==> config.mk <==
export PLATFORM = sky130hd
export DESIGN_NAME = arc_page_replacement
export DESIGN_NICKNAME = d
export VERILOG_FILES = /design/src/arc_pr_pkg.sv /design/src/arc_pr_ram.sv /design/src/arc_page_replacement.sv
export SDC_FILE = /design/constraint.sdc
export NUM_CORES = 2
export LEC_CHECK = 0
export BUFFER_PORTS_ARGS = -buffer_cell sky130_fd_sc_hd__buf_4
export CAP_MARGIN = 5
export CORE_ASPECT_RATIO = 1.1
export CORE_UTILIZATION = 40
export CTS_BUF_LIST = sky130_fd_sc_hd__clkbuf_16
export CTS_CLUSTER_SIZE = 14
export DETAILED_ROUTE_END_ITERATION = 10
export PLACE_DENSITY_LB_ADDON = 0.1
export SYNTH_ARGS = -nofsm -noshare
export SYNTH_HDL_FRONTEND = slang
export SYNTH_HIERARCHICAL = 1
export SYNTH_SLANG_ARGS = --single-unit
==> constraint.sdc <==
create_clock -name clk -period 5.6 [get_ports clk]
set_input_delay 0.28 -clock clk [delete_from_list [all_inputs] [get_ports clk]]
set_output_delay 0.28 -clock clk [all_outputs]
set_load 0.01 [all_outputs]
==> src/arc_pr_pkg.sv <==
// shared types and constants of the adaptive replacement cache directory
package arc_pr_pkg;

  // default sizing
  localparam int CAPACITY_MAX_DEF = 32;
  localparam int PAGE_BITS_DEF    = 32;

  // capacity register
  localparam int                 CFG_W     = 6;
  localparam logic [CFG_W-1:0]   CAP_RESET = 6'd32;

  // list codes held in the directory
  typedef enum logic [1:0] {
    L_T1 = 2'd0,
    L_T2 = 2'd1,
    L_B1 = 2'd2,
    L_B2 = 2'd3
  } list_t;

  // what a search sweep looks for
  typedef enum logic [1:0] {
    F_TAG  = 2'd0,
    F_LRU  = 2'd1,
    F_FREE = 2'd2
  } find_t;

endpackage

==> src/arc_pr_ram.sv <==
// generic simple dual port ram with registered read
module arc_pr_ram #(
  parameter int WIDTH = 8,
  parameter int DEPTH = 64
) (
  input  logic                     clk,
  input  logic                     we,
  input  logic [$clog2(DEPTH)-1:0] waddr,
  input  logic [WIDTH-1:0]         wdata,
  input  logic [$clog2(DEPTH)-1:0] raddr,
  output logic [WIDTH-1:0]         rdata
);

  logic [WIDTH-1:0] mem [DEPTH];

  // write port and registered read port
  always_ff @(posedge clk) begin
    if (we) begin
      mem[waddr] <= wdata;
    end
    rdata <= mem[raddr];
  end

endmodule

==> src/arc_page_replacement.sv <==
// adaptive replacement cache directory, top level
//
// Each request on the slave stream is one page access; one result per access
// comes out on the master stream (hit, evicted_valid, evicted_page). The
// directory of 2*CAPACITY_MAX entries lives in two registered-read
// memories (tags, and list/rank per entry) with valid bits in flip-flops, so
// no clearing pass is needed after reset or a capacity write. Each lookup,
// search and update of an access is a full sweep of the directory memory,
// DEPTH = 2*CAPACITY_MAX entries. A resident hit takes a lookup and a move
// sweep; a ghost hit takes up to four sweeps plus a bit-serial divide; a
// miss takes up to seven sweeps. A finished access holds while the previous
// result still waits on the master side. A new request is taken while the
// previous result still waits on the master side. Writing capacity clears
// the directory and the target; write it only while idle.
module arc_page_replacement #(
  parameter int CAPACITY_MAX = arc_pr_pkg::CAPACITY_MAX_DEF,
  parameter int PAGE_BITS    = arc_pr_pkg::PAGE_BITS_DEF
) (
  input  logic                                clk,
  input  logic                                rst,
  // slave stream, tdata: page
  input  logic                                s_tvalid,
  output logic                                s_tready,
  input  logic [((PAGE_BITS+7)/8)*8-1:0]      s_tdata,
  // master stream, tdata: hit, evicted_valid, evicted_page
  output logic                                m_tvalid,
  input  logic                                m_tready,
  output logic [((PAGE_BITS+2+7)/8)*8-1:0]    m_tdata,
  // capacity register
  input  logic                                cfg_we,
  input  logic [arc_pr_pkg::CFG_W-1:0]        cfg_wdata
);

  localparam int DEPTH  = 2 * CAPACITY_MAX;
  localparam int AW     = $clog2(DEPTH);
  localparam int RANK_W = AW;
  localparam int SZ_W   = $clog2(DEPTH + 1);
  localparam int CNT_W  = $clog2(SZ_W + 1);
  localparam int MW     = 2 + RANK_W;
  localparam int OUT_W  = ((PAGE_BITS + 2 + 7) / 8) * 8;

  typedef enum logic [4:0] {
    IDLE, LOOKUP, CLASSIFY, DIV, PUPD, DROP_F, DROP_M, REPL_S, REPL_F,
    REPL_M, T1EV_F, T1EV_M, MOVE_S, MOVE_M, FREE_S, FREE_F, HOLD
  } state_t;

  state_t state, state_next;
  logic   done_st;

  // configuration and adaptive state
  logic [arc_pr_pkg::CFG_W-1:0] capacity;
  logic [SZ_W-1:0]              c_eff;
  logic [SZ_W-1:0]              tp;
  logic [SZ_W-1:0]              sizes [4];
  logic [DEPTH-1:0]             valid;

  // current request
  logic [PAGE_BITS-1:0] page_r;
  logic                 hit_r, evv_r, ghost;
  logic [PAGE_BITS-1:0] evp_r;

  // output register
  logic                 out_hit, out_evv;
  logic [PAGE_BITS-1:0] out_evp;

  // sweep engine
  logic                  sw_run, sw_find, sw_done, p_valid;
  logic [AW-1:0]         sw_cnt, p_addr;
  arc_pr_pkg::find_t     f_mode;
  arc_pr_pkg::list_t     f_list;
  logic                  match;

  // search results
  logic                  f_found;
  logic [AW-1:0]         f_idx;
  arc_pr_pkg::list_t     f_lst;
  logic [RANK_W-1:0]     f_rank;
  logic [PAGE_BITS-1:0]  f_tag;

  // entry that hit in the directory
  logic [AW-1:0]         hi_idx;
  arc_pr_pkg::list_t     hi_list;
  logic [RANK_W-1:0]     hi_rank;
  logic                  hi_found;

  // update sweep parameters
  logic [AW-1:0]         m_j;
  arc_pr_pkg::list_t     m_ol, m_nl;
  logic [RANK_W-1:0]     m_orank;
  logic                  m_unlink, m_kill;

  // divider
  logic [SZ_W:0]         dv_rem, rem_sh;
  logic [SZ_W-1:0]       dv_q, dv_den, dv_d;
  logic [CNT_W-1:0]      dv_cnt;
  logic [SZ_W:0]         p_sum;

  // launch controls
  logic                  fgo, mgo, set_hit, set_ev, div_go, p_go, tag_we;
  arc_pr_pkg::find_t     fmode;
  arc_pr_pkg::list_t     flist, mol, mnl, repl_from;
  logic [AW-1:0]         mj;
  logic [RANK_W-1:0]     morank;
  logic                  munl, mkill;

  // memory ports
  logic [PAGE_BITS-1:0]  tag_rd;
  logic [MW-1:0]         meta_rd, meta_wd;
  arc_pr_pkg::list_t     rd_list, wr_list;
  logic [RANK_W-1:0]     rd_rank, wr_rank;
  logic                  meta_we;

  logic [SZ_W:0]         l1;
  logic [SZ_W+1:0]       total;
  logic                  rdec, rinc, hdec, hinc;

  arc_pr_ram #(.WIDTH(PAGE_BITS), .DEPTH(DEPTH)) u_tag_ram (
    .clk   (clk),
    .we    (tag_we),
    .waddr (f_idx),
    .wdata (page_r),
    .raddr (sw_cnt),
    .rdata (tag_rd)
  );

  arc_pr_ram #(.WIDTH(MW), .DEPTH(DEPTH)) u_meta_ram (
    .clk   (clk),
    .we    (meta_we),
    .waddr (p_addr),
    .wdata (meta_wd),
    .raddr (sw_cnt),
    .rdata (meta_rd)
  );

  assign rd_list  = arc_pr_pkg::list_t'(meta_rd[MW-1:RANK_W]);
  assign rd_rank  = meta_rd[RANK_W-1:0];
  assign meta_we  = p_valid && !sw_find;
  assign meta_wd  = {wr_list, wr_rank};
  assign s_tready = (state == IDLE);
  assign m_tdata  = OUT_W'({out_evp, out_evv, out_hit});

  // effective capacity
  always_comb begin
    if (capacity == '0) begin
      c_eff = SZ_W'(1);
    end else if (int'(capacity) > CAPACITY_MAX) begin
      c_eff = SZ_W'(CAPACITY_MAX);
    end else begin
      c_eff = SZ_W'(capacity);
    end
  end

  // list totals for the miss path
  assign l1    = {1'b0, sizes[arc_pr_pkg::L_T1]} + {1'b0, sizes[arc_pr_pkg::L_B1]};
  assign total = {1'b0, l1} + {2'b0, sizes[arc_pr_pkg::L_T2]}
               + {2'b0, sizes[arc_pr_pkg::L_B2]};

  // replace picks the t1 lru when t1 is nonempty and over target, or at target on a b2 ghost hit
  always_comb begin
    if (sizes[arc_pr_pkg::L_T1] != '0 &&
        (sizes[arc_pr_pkg::L_T1] > tp ||
         (ghost && hi_list == arc_pr_pkg::L_B2 && sizes[arc_pr_pkg::L_T1] == tp))) begin
      repl_from = arc_pr_pkg::L_T1;
    end else begin
      repl_from = arc_pr_pkg::L_T2;
    end
  end

  // search match on the entry read back this cycle
  always_comb begin
    unique case (f_mode)
      arc_pr_pkg::F_TAG:  match = valid[p_addr] && tag_rd == page_r;
      arc_pr_pkg::F_LRU:  match = valid[p_addr] && rd_list == f_list &&
                                  sizes[f_list] != '0 &&
                                  SZ_W'(rd_rank) == sizes[f_list] - SZ_W'(1);
      arc_pr_pkg::F_FREE: match = !valid[p_addr];
      default:            match = 1'b0;
    endcase
  end

  // rank update of the entry read back this cycle
  always_comb begin
    rdec    = m_unlink && rd_list == m_ol && rd_rank > m_orank;
    rinc    = !m_kill && rd_list == m_nl;
    wr_list = rd_list;
    wr_rank = rd_rank;
    if (p_addr == m_j) begin
      wr_list = m_nl;
      wr_rank = '0;
    end else if (valid[p_addr]) begin
      wr_rank = rd_rank - RANK_W'(rdec) + RANK_W'(rinc);
    end
  end

  // rank of the hit entry follows other updates
  assign hdec = munl && hi_list == mol && hi_rank > morank;
  assign hinc = !mkill && hi_list == mnl;

  // divider step and target update values
  assign rem_sh = {dv_rem[SZ_W-1:0], dv_q[SZ_W-1]};
  assign dv_d   = (dv_den == '0 || dv_q == '0) ? SZ_W'(1) : dv_q;
  assign p_sum  = {1'b0, tp} + {1'b0, dv_d};

  // sequencer
  always_comb begin
    state_next = state;
    fgo = 1'b0;  fmode = arc_pr_pkg::F_TAG;  flist = arc_pr_pkg::L_T1;
    mgo = 1'b0;  mj = f_idx;  mol = f_lst;  morank = f_rank;
    mnl = arc_pr_pkg::L_T2;  munl = 1'b1;  mkill = 1'b0;
    set_hit = 1'b0;  set_ev = 1'b0;  div_go = 1'b0;  p_go = 1'b0;  tag_we = 1'b0;
    done_st = 1'b0;
    unique case (state)
      IDLE: begin
        if (s_tvalid) begin
          fgo = 1'b1;  fmode = arc_pr_pkg::F_TAG;
          state_next = LOOKUP;
        end
      end
      LOOKUP: begin
        if (sw_done) state_next = CLASSIFY;
      end
      CLASSIFY: begin
        if (hi_found && (hi_list == arc_pr_pkg::L_T1 || hi_list == arc_pr_pkg::L_T2)) begin
          set_hit = 1'b1;
          state_next = MOVE_S;
        end else if (hi_found) begin
          div_go = 1'b1;
          state_next = DIV;
        end else if (l1 >= {1'b0, c_eff}) begin
          fgo = 1'b1;  fmode = arc_pr_pkg::F_LRU;
          if (sizes[arc_pr_pkg::L_T1] < c_eff) begin
            flist = arc_pr_pkg::L_B1;
            state_next = DROP_F;
          end else begin
            flist = arc_pr_pkg::L_T1;
            state_next = T1EV_F;
          end
        end else if (total >= {2'b0, c_eff}) begin
          if (total >= {1'b0, c_eff, 1'b0}) begin
            fgo = 1'b1;  fmode = arc_pr_pkg::F_LRU;  flist = arc_pr_pkg::L_B2;
            state_next = DROP_F;
          end else begin
            state_next = REPL_S;
          end
        end else begin
          state_next = FREE_S;
        end
      end
      DIV: begin
        if (dv_cnt == '0) state_next = PUPD;
      end
      PUPD: begin
        p_go = 1'b1;
        state_next = REPL_S;
      end
      DROP_F: begin
        if (sw_done) begin
          if (f_found) begin
            mgo = 1'b1;  mkill = 1'b1;
            state_next = DROP_M;
          end else begin
            state_next = REPL_S;
          end
        end
      end
      DROP_M: begin
        if (sw_done) state_next = REPL_S;
      end
      REPL_S: begin
        fgo = 1'b1;  fmode = arc_pr_pkg::F_LRU;  flist = repl_from;
        state_next = REPL_F;
      end
      REPL_F: begin
        if (sw_done) begin
          if (f_found) begin
            mgo = 1'b1;  set_ev = 1'b1;
            mnl = (f_lst == arc_pr_pkg::L_T1) ? arc_pr_pkg::L_B1 : arc_pr_pkg::L_B2;
            state_next = REPL_M;
          end else begin
            state_next = ghost ? MOVE_S : FREE_S;
          end
        end
      end
      REPL_M: begin
        if (sw_done) state_next = ghost ? MOVE_S : FREE_S;
      end
      T1EV_F: begin
        if (sw_done) begin
          if (f_found) begin
            mgo = 1'b1;  mkill = 1'b1;  set_ev = 1'b1;
            state_next = T1EV_M;
          end else begin
            state_next = FREE_S;
          end
        end
      end
      T1EV_M: begin
        if (sw_done) state_next = FREE_S;
      end
      MOVE_S: begin
        mgo = 1'b1;  mj = hi_idx;  mol = hi_list;  morank = hi_rank;
        mnl = arc_pr_pkg::L_T2;
        state_next = MOVE_M;
      end
      MOVE_M: begin
        if (sw_done) done_st = 1'b1;
      end
      FREE_S: begin
        fgo = 1'b1;  fmode = arc_pr_pkg::F_FREE;
        state_next = FREE_F;
      end
      FREE_F: begin
        if (sw_done) begin
          if (f_found) begin
            mgo = 1'b1;  munl = 1'b0;  mol = arc_pr_pkg::L_T1;
            mnl = arc_pr_pkg::L_T1;  tag_we = 1'b1;
            state_next = MOVE_M;
          end else begin
            done_st = 1'b1;
          end
        end
      end
      HOLD: begin
        done_st = 1'b1;
      end
      default: state_next = IDLE;
    endcase
    // finished access waits for the output register
    if (done_st) begin
      state_next = (!m_tvalid || m_tready) ? IDLE : HOLD;
    end
  end

  // state, sweep engine and registered outputs
  always_ff @(posedge clk) begin
    if (rst) begin
      state    <= IDLE;
      capacity <= arc_pr_pkg::CAP_RESET;
      tp       <= '0;
      valid    <= '0;
      for (int l = 0; l < 4; l++) sizes[l] <= '0;
      sw_run   <= 1'b0;
      p_valid  <= 1'b0;
      sw_done  <= 1'b0;
      m_tvalid <= 1'b0;
      dv_cnt   <= '0;
    end else begin
      state <= state_next;

      // sweep address and read pipeline
      if (sw_run) begin
        sw_cnt <= sw_cnt + AW'(1);
        if (sw_cnt == AW'(DEPTH - 1)) sw_run <= 1'b0;
      end
      p_valid <= sw_run;
      p_addr  <= sw_cnt;
      sw_done <= p_valid && p_addr == AW'(DEPTH - 1);

      // first match of a search
      if (p_valid && sw_find && match && !f_found) begin
        f_found <= 1'b1;
        f_idx   <= p_addr;
        f_lst   <= rd_list;
        f_rank  <= rd_rank;
        f_tag   <= tag_rd;
      end

      // accept a request
      if (state == IDLE && s_tvalid) begin
        page_r <= s_tdata[PAGE_BITS-1:0];
        hit_r  <= 1'b0;
        evv_r  <= 1'b0;
        evp_r  <= '0;
        ghost  <= 1'b0;
      end

      // start a search sweep
      if (fgo) begin
        sw_run  <= 1'b1;
        sw_cnt  <= '0;
        sw_find <= 1'b1;
        f_mode  <= fmode;
        f_list  <= flist;
        f_found <= 1'b0;
      end

      // lookup result becomes the hit entry
      if (state == LOOKUP && sw_done) begin
        hi_found <= f_found;
        hi_idx   <= f_idx;
        hi_list  <= f_lst;
        hi_rank  <= f_rank;
      end
      if (state == CLASSIFY && hi_found &&
          (hi_list == arc_pr_pkg::L_B1 || hi_list == arc_pr_pkg::L_B2)) begin
        ghost <= 1'b1;
      end

      // start an update sweep
      if (mgo) begin
        sw_run   <= 1'b1;
        sw_cnt   <= '0;
        sw_find  <= 1'b0;
        m_j      <= mj;
        m_ol     <= mol;
        m_orank  <= morank;
        m_nl     <= mnl;
        m_unlink <= munl;
        m_kill   <= mkill;
        valid[mj] <= !mkill;
        for (int l = 0; l < 4; l++) begin
          sizes[l] <= sizes[l]
                    - SZ_W'(munl && arc_pr_pkg::list_t'(l) == mol && sizes[l] != '0)
                    + SZ_W'(!mkill && arc_pr_pkg::list_t'(l) == mnl);
        end
        if (mj != hi_idx) begin
          hi_rank <= hi_rank - RANK_W'(hdec) + RANK_W'(hinc);
        end
      end

      if (set_hit) hit_r <= 1'b1;
      if (set_ev) begin
        evv_r <= 1'b1;
        evp_r <= f_tag;
      end

      // ratio of ghost list sizes, one quotient bit a cycle
      if (div_go) begin
        dv_rem <= '0;
        dv_cnt <= CNT_W'(SZ_W);
        if (hi_list == arc_pr_pkg::L_B1) begin
          dv_q   <= sizes[arc_pr_pkg::L_B2];
          dv_den <= sizes[arc_pr_pkg::L_B1];
        end else begin
          dv_q   <= sizes[arc_pr_pkg::L_B1];
          dv_den <= sizes[arc_pr_pkg::L_B2];
        end
      end else if (state == DIV && dv_cnt != '0) begin
        dv_cnt <= dv_cnt - CNT_W'(1);
        if (rem_sh >= {1'b0, dv_den}) begin
          dv_rem <= rem_sh - {1'b0, dv_den};
          dv_q   <= {dv_q[SZ_W-2:0], 1'b1};
        end else begin
          dv_rem <= rem_sh;
          dv_q   <= {dv_q[SZ_W-2:0], 1'b0};
        end
      end

      // adapt the target
      if (p_go) begin
        if (hi_list == arc_pr_pkg::L_B1) begin
          tp <= (p_sum > {1'b0, c_eff}) ? c_eff : p_sum[SZ_W-1:0];
        end else begin
          tp <= (tp > dv_d) ? tp - dv_d : '0;
        end
      end

      // result register
      if (done_st && (!m_tvalid || m_tready)) begin
        m_tvalid <= 1'b1;
        out_hit  <= hit_r;
        out_evv  <= evv_r;
        out_evp  <= evp_r;
      end else if (m_tready) begin
        m_tvalid <= 1'b0;
      end

      // capacity write clears the directory
      if (cfg_we) begin
        capacity <= cfg_wdata;
        valid    <= '0;
        tp       <= '0;
        for (int l = 0; l < 4; l++) sizes[l] <= '0;
      end
    end
  end

`ifndef SYNTHESIS
  a_idle_no_sweep: assert property (@(posedge clk) disable iff (rst)
    (state == IDLE) |-> !sw_run)
    else $error("sweep running while idle");

  a_target_bound: assert property (@(posedge clk) disable iff (rst)
    (state == IDLE) |-> (tp <= c_eff))
    else $error("target above capacity");

  a_size_bound: assert property (@(posedge clk) disable iff (rst)
    (int'(sizes[0]) + int'(sizes[1]) + int'(sizes[2]) + int'(sizes[3]) <= DEPTH))
    else $error("list sizes exceed directory depth");

  a_evict_zero: assert property (@(posedge clk) disable iff (rst)
    (m_tvalid && !m_tdata[1]) |-> (m_tdata[PAGE_BITS+1:2] == '0))
    else $error("evicted page set without eviction");
`endif

endmodule
==> results_dict.tcl <==
set metrics [dict create \
    firstDrtPassIters 11 \
    setup_violations 0 \
    switching_share_pct 29.90 \
    yosysTopAreaCell "edfxtp_1" \
    rsz0062_at_grt "no" \
    die_h_um 570.8 \
    hold_slack_ps 80.15 \
    min_from "s_tdata[26]" \
    reg2reg_from "sizes[2][2]" \
    ys_ff_latch 2938 \
    die-area_mm2 0.2963 \
    netlist.area_leader.share_pct 71.29 \
    critPathCaptureType "flip-flop" \
    antenna_found_initial 17 \
    cp_max_fo 7 \
    htree_levels 5 \
    synth_cell_types 92 \
    crit_path_start_kind "flip-flop" \
    clkTransAtPathRegs_ps 60 \
    yosys-top-cells-area "edfxtp_1, mux4_2, dfxtp_1" \
    violations "design-rule violations" \
    period_share_pct 93.06 \
    slew_headroom_pct 10.17 \
    fin_ws_ps 388.9 \
    synth.cells.most_frequent "edfxtp_1, mux4_2, nor2_1, a21oi_1, dfxtp_1" \
    start_util_pct 40.25 \
    numPortBuffers 78 \
    slew_viol_final 0 \
    yosysMostFrequentCell "edfxtp_1" \
    cp.arrival_ps 5810 \
    r2r_cells 18 \
    clk_latency_ps 930 \
    drc 16 \
    max_freq_ghz 0.1919 \
    status "complete, but fails checks" \
    min_to "page_r[26]" \
    pwr-share-clk_pct 32.9 \
    synth_ff_type "edfxtp_1" \
    fin_crit_ps 5211 \
    finalNetCount 6630 \
    grt_max_degree 81 \
    drt-initial-drc-count 6479 \
    powerDensity_mw_per_mm2 450.7 \
    synth-warning-count 6 \
    synthArstFlopShare_pct 0 \
    grt_overflow 0 \
    synth_area_mm2 0.1176 \
    areaGrowthSynthToFinish_pct 14.61 \
    die_w_um 519.1 \
    clock_path_buffers 4 \
    grt_pass1_vias 61230 \
    rr_endpoint "sw_cnt[4]" \
    switchingPower_w 0.01817 \
    hold-path-cell-count 2 \
    p_seq_share_pct 43.1 \
    placed_area_mm2 0.1244 \
    worstMarginPinSlew_ps 1337 \
    vias 59900 \
    drive_above_1_share_pct 23.72 \
    clock-sinks 2938 \
    ant_nets 0 \
    synth_edf_count 2793 \
    cts_root_buffer "clkbuf_16" \
    gp_congestion 0.8379 \
    leakage_nw 43.18 \
    maxCapViolCount 0 \
    synthCells 6038 \
    required_ps 6200 \
    power_frac_comb_pct 24.0 \
    dp_hpwl_um 199300 \
    grt_pass1_wl_um 458100 \
    track_usage_pct 21.68 \
    hold_viol 0 \
    wl_per_cell_um 30.53 \
    dp_slack_ps 266.5 \
    cp-startpoint "sizes[2][2]" \
    coreArea_mm2 0.2923 \
    r2r_slack_ps 390 \
    drt_wl_total_um 322800 \
    numCtsBuffers 318 \
    ir_drop_uv 262.9 \
    syn_area_per_cell_um2 19.48 \
    vias_per_cell 5.665 \
    top_level_ports 85 \
    row_count 208 \
    final_area_mm2 0.1348 \
    finClkSkew_ps 73.07 \
    p_int_w 0.04260 \
    seq_area_frac_synth_pct 73.76 \
    worstSetupPathType "reg2reg" \
    hp-class "in2reg" \
    final.setup.tns_ps 0 \
    cts_tree "done" \
]
==> critical path: stages (launching register included) <==
cell and delay (ps):
edfxtp_1 520, ha_1 400, a21o_1 120, a21oi_1 100, or4b_2 660, o311ai_2 150
inv_1 100, fa_1 500, inv_1 40, ha_1 380, nor2b_1 170, or3b_2 450
nand3_1 130, nor2b_1 150, nor2_1 100, a311oi_4 480, nor3_1 140, a21oi_1 170
buf_4 160
==> per-layer routing <==
layer  routed length (um)  GRT usage (%)
met1               137500          30.04
met2               156000          35.41
met3                21900          4.117
met4                 7346          5.179
met5                   11              0
==> metrics by stage <==
step | cells | utilization (%) | total power [W]
global route | 10570 | 46.13 | 0.06304
CTS | 10570 | 46.12 | 0.06144
global placement | 9943 | 42.57 | 0.04129
detailed placement | 9944 | 42.58 | 0.04139
floorplan | 6043 | - | 0.03556
finish | 10570 | 46.13 | 0.06077
==> cell families (layout without fill, tap and decap cells) <==
logic type | Yosys count | in the layout | share of synthesized area, %
fa+ha+maj | 153 | 153 | 1.742
xor+xnor | 111 | 111 | 0.8264
mux | 843 | 843 | 14.61
compound gates | 640 | 640 | 3.590
buf+inv | 456 | 1096 | 1.788
other cells | 1 | 12 | 0.003188
flops | 2938 | 2938 | 73.76
simple gates | 896 | 896 | 3.680
==> cell usage in the layout, fill, tap and decap left out, types with 16 or more instances in the layout <==
| cell type | Yosys | layout |
|---|---|---|
| dfxtp_1 | 145 | 145 |
| mux4_2 | 693 | 693 |
| o21ai_0 | 72 | 71 |
| a211oi_1 | 50 | 49 |
| mux2i_1 | 135 | 134 |
| buf_4 | 48 | 284 |
| edfxtp_1 | 2793 | 2793 |
| clkinv_1 | 2 | 70 |
| o221ai_1 | 35 | 35 |
| a22oi_1 | 29 | 29 |
| ha_1 | 135 | 135 |
| clkbuf_16 | 0 | 322 |
| and2_1 | 40 | 40 |
| fa_1 | 18 | 18 |
| buf_12 | 1 | 35 |
| nor2_4 | 0 | 69 |
| bufinv_16 | 0 | 19 |
| nor3_1 | 37 | 33 |
| a31oi_1 | 19 | 19 |
| nand3_1 | 53 | 53 |
| xor2_1 | 63 | 63 |
| nand2b_1 | 28 | 27 |
| a21oi_1 | 174 | 174 |
| nor2_1 | 414 | 345 |
| nor2b_1 | 47 | 46 |
| nand2_1 | 136 | 136 |
| o22ai_1 | 108 | 108 |
| a311oi_1 | 34 | 34 |
| xnor2_1 | 48 | 48 |
| clkinv_2 | 0 | 48 |
| a21o_1 | 27 | 26 |
| inv_1 | 144 | 222 |
| nor4_1 | 17 | 16 |
| nand4_1 | 27 | 27 |
| or3_1 | 18 | 18 |
| dlygate4sd3_1 | 0 | 55 |
==> cell type report <==
type / instances / area (um2)
flip-flops and latches: 2938 / 86770
well taps: 3885 / 4861
inverters: 152 / 573.1
clock buffers: 322 / 8058
repair buffers: 375 / 3411
fillers: 24640 / 157400
clock inverters: 247 / 1755
multi-input cells: 2649 / 29390
diodes: 6 / 15.01
==> power by group through the flow <==
stage	sequential [W]	combinational [W]	clock [W]
global placement	0.0267	0.0146	0
floorplan	0.0266	0.00896	0
detailed placement	0.0267	0.0147	0
CTS	0.0262	0.0148	0.0204
global route	0.0262	0.0155	0.0213
finish	0.0262	0.0146	0.0200
==> repair_timing <==
| action | in CTS | in global routing |
|---|---|---|
| endpoints found under the setup margin | 0 | 20 |
| gates resized for setup | 0 | 4 |
| hold buffers | 55 | 0 |
| setup buffers | 0 | 0 |
| hold endpoints to repair | 57 | 0 |
==> worst max path at each step <==
stage	to	slack, ps
after floorplan	u_meta_ram/mem[0][2]	20
after CTS	flip-flop	250
after detailed placement	flip-flop	270
after global placement	sw_cnt[5]	270
final	sw_cnt[4]	390
after global routing	sw_cnt[4]	60
==> flip-flops by register name (all words and copies together), names as in the netlist, 7 cells and up, named ones only <==
signal            cells
u_tag_ram/rdata      32
dv_den                7
sizes                28
u_tag_ram/mem      2048
dv_rem                7
dv_q                  7
tp                    7
f_tag                32
u_meta_ram/rdata      8
out_evp              32
valid                64
page_r               32
evp_r                32
u_meta_ram/mem      512
(Power assumes the default switching activity.)
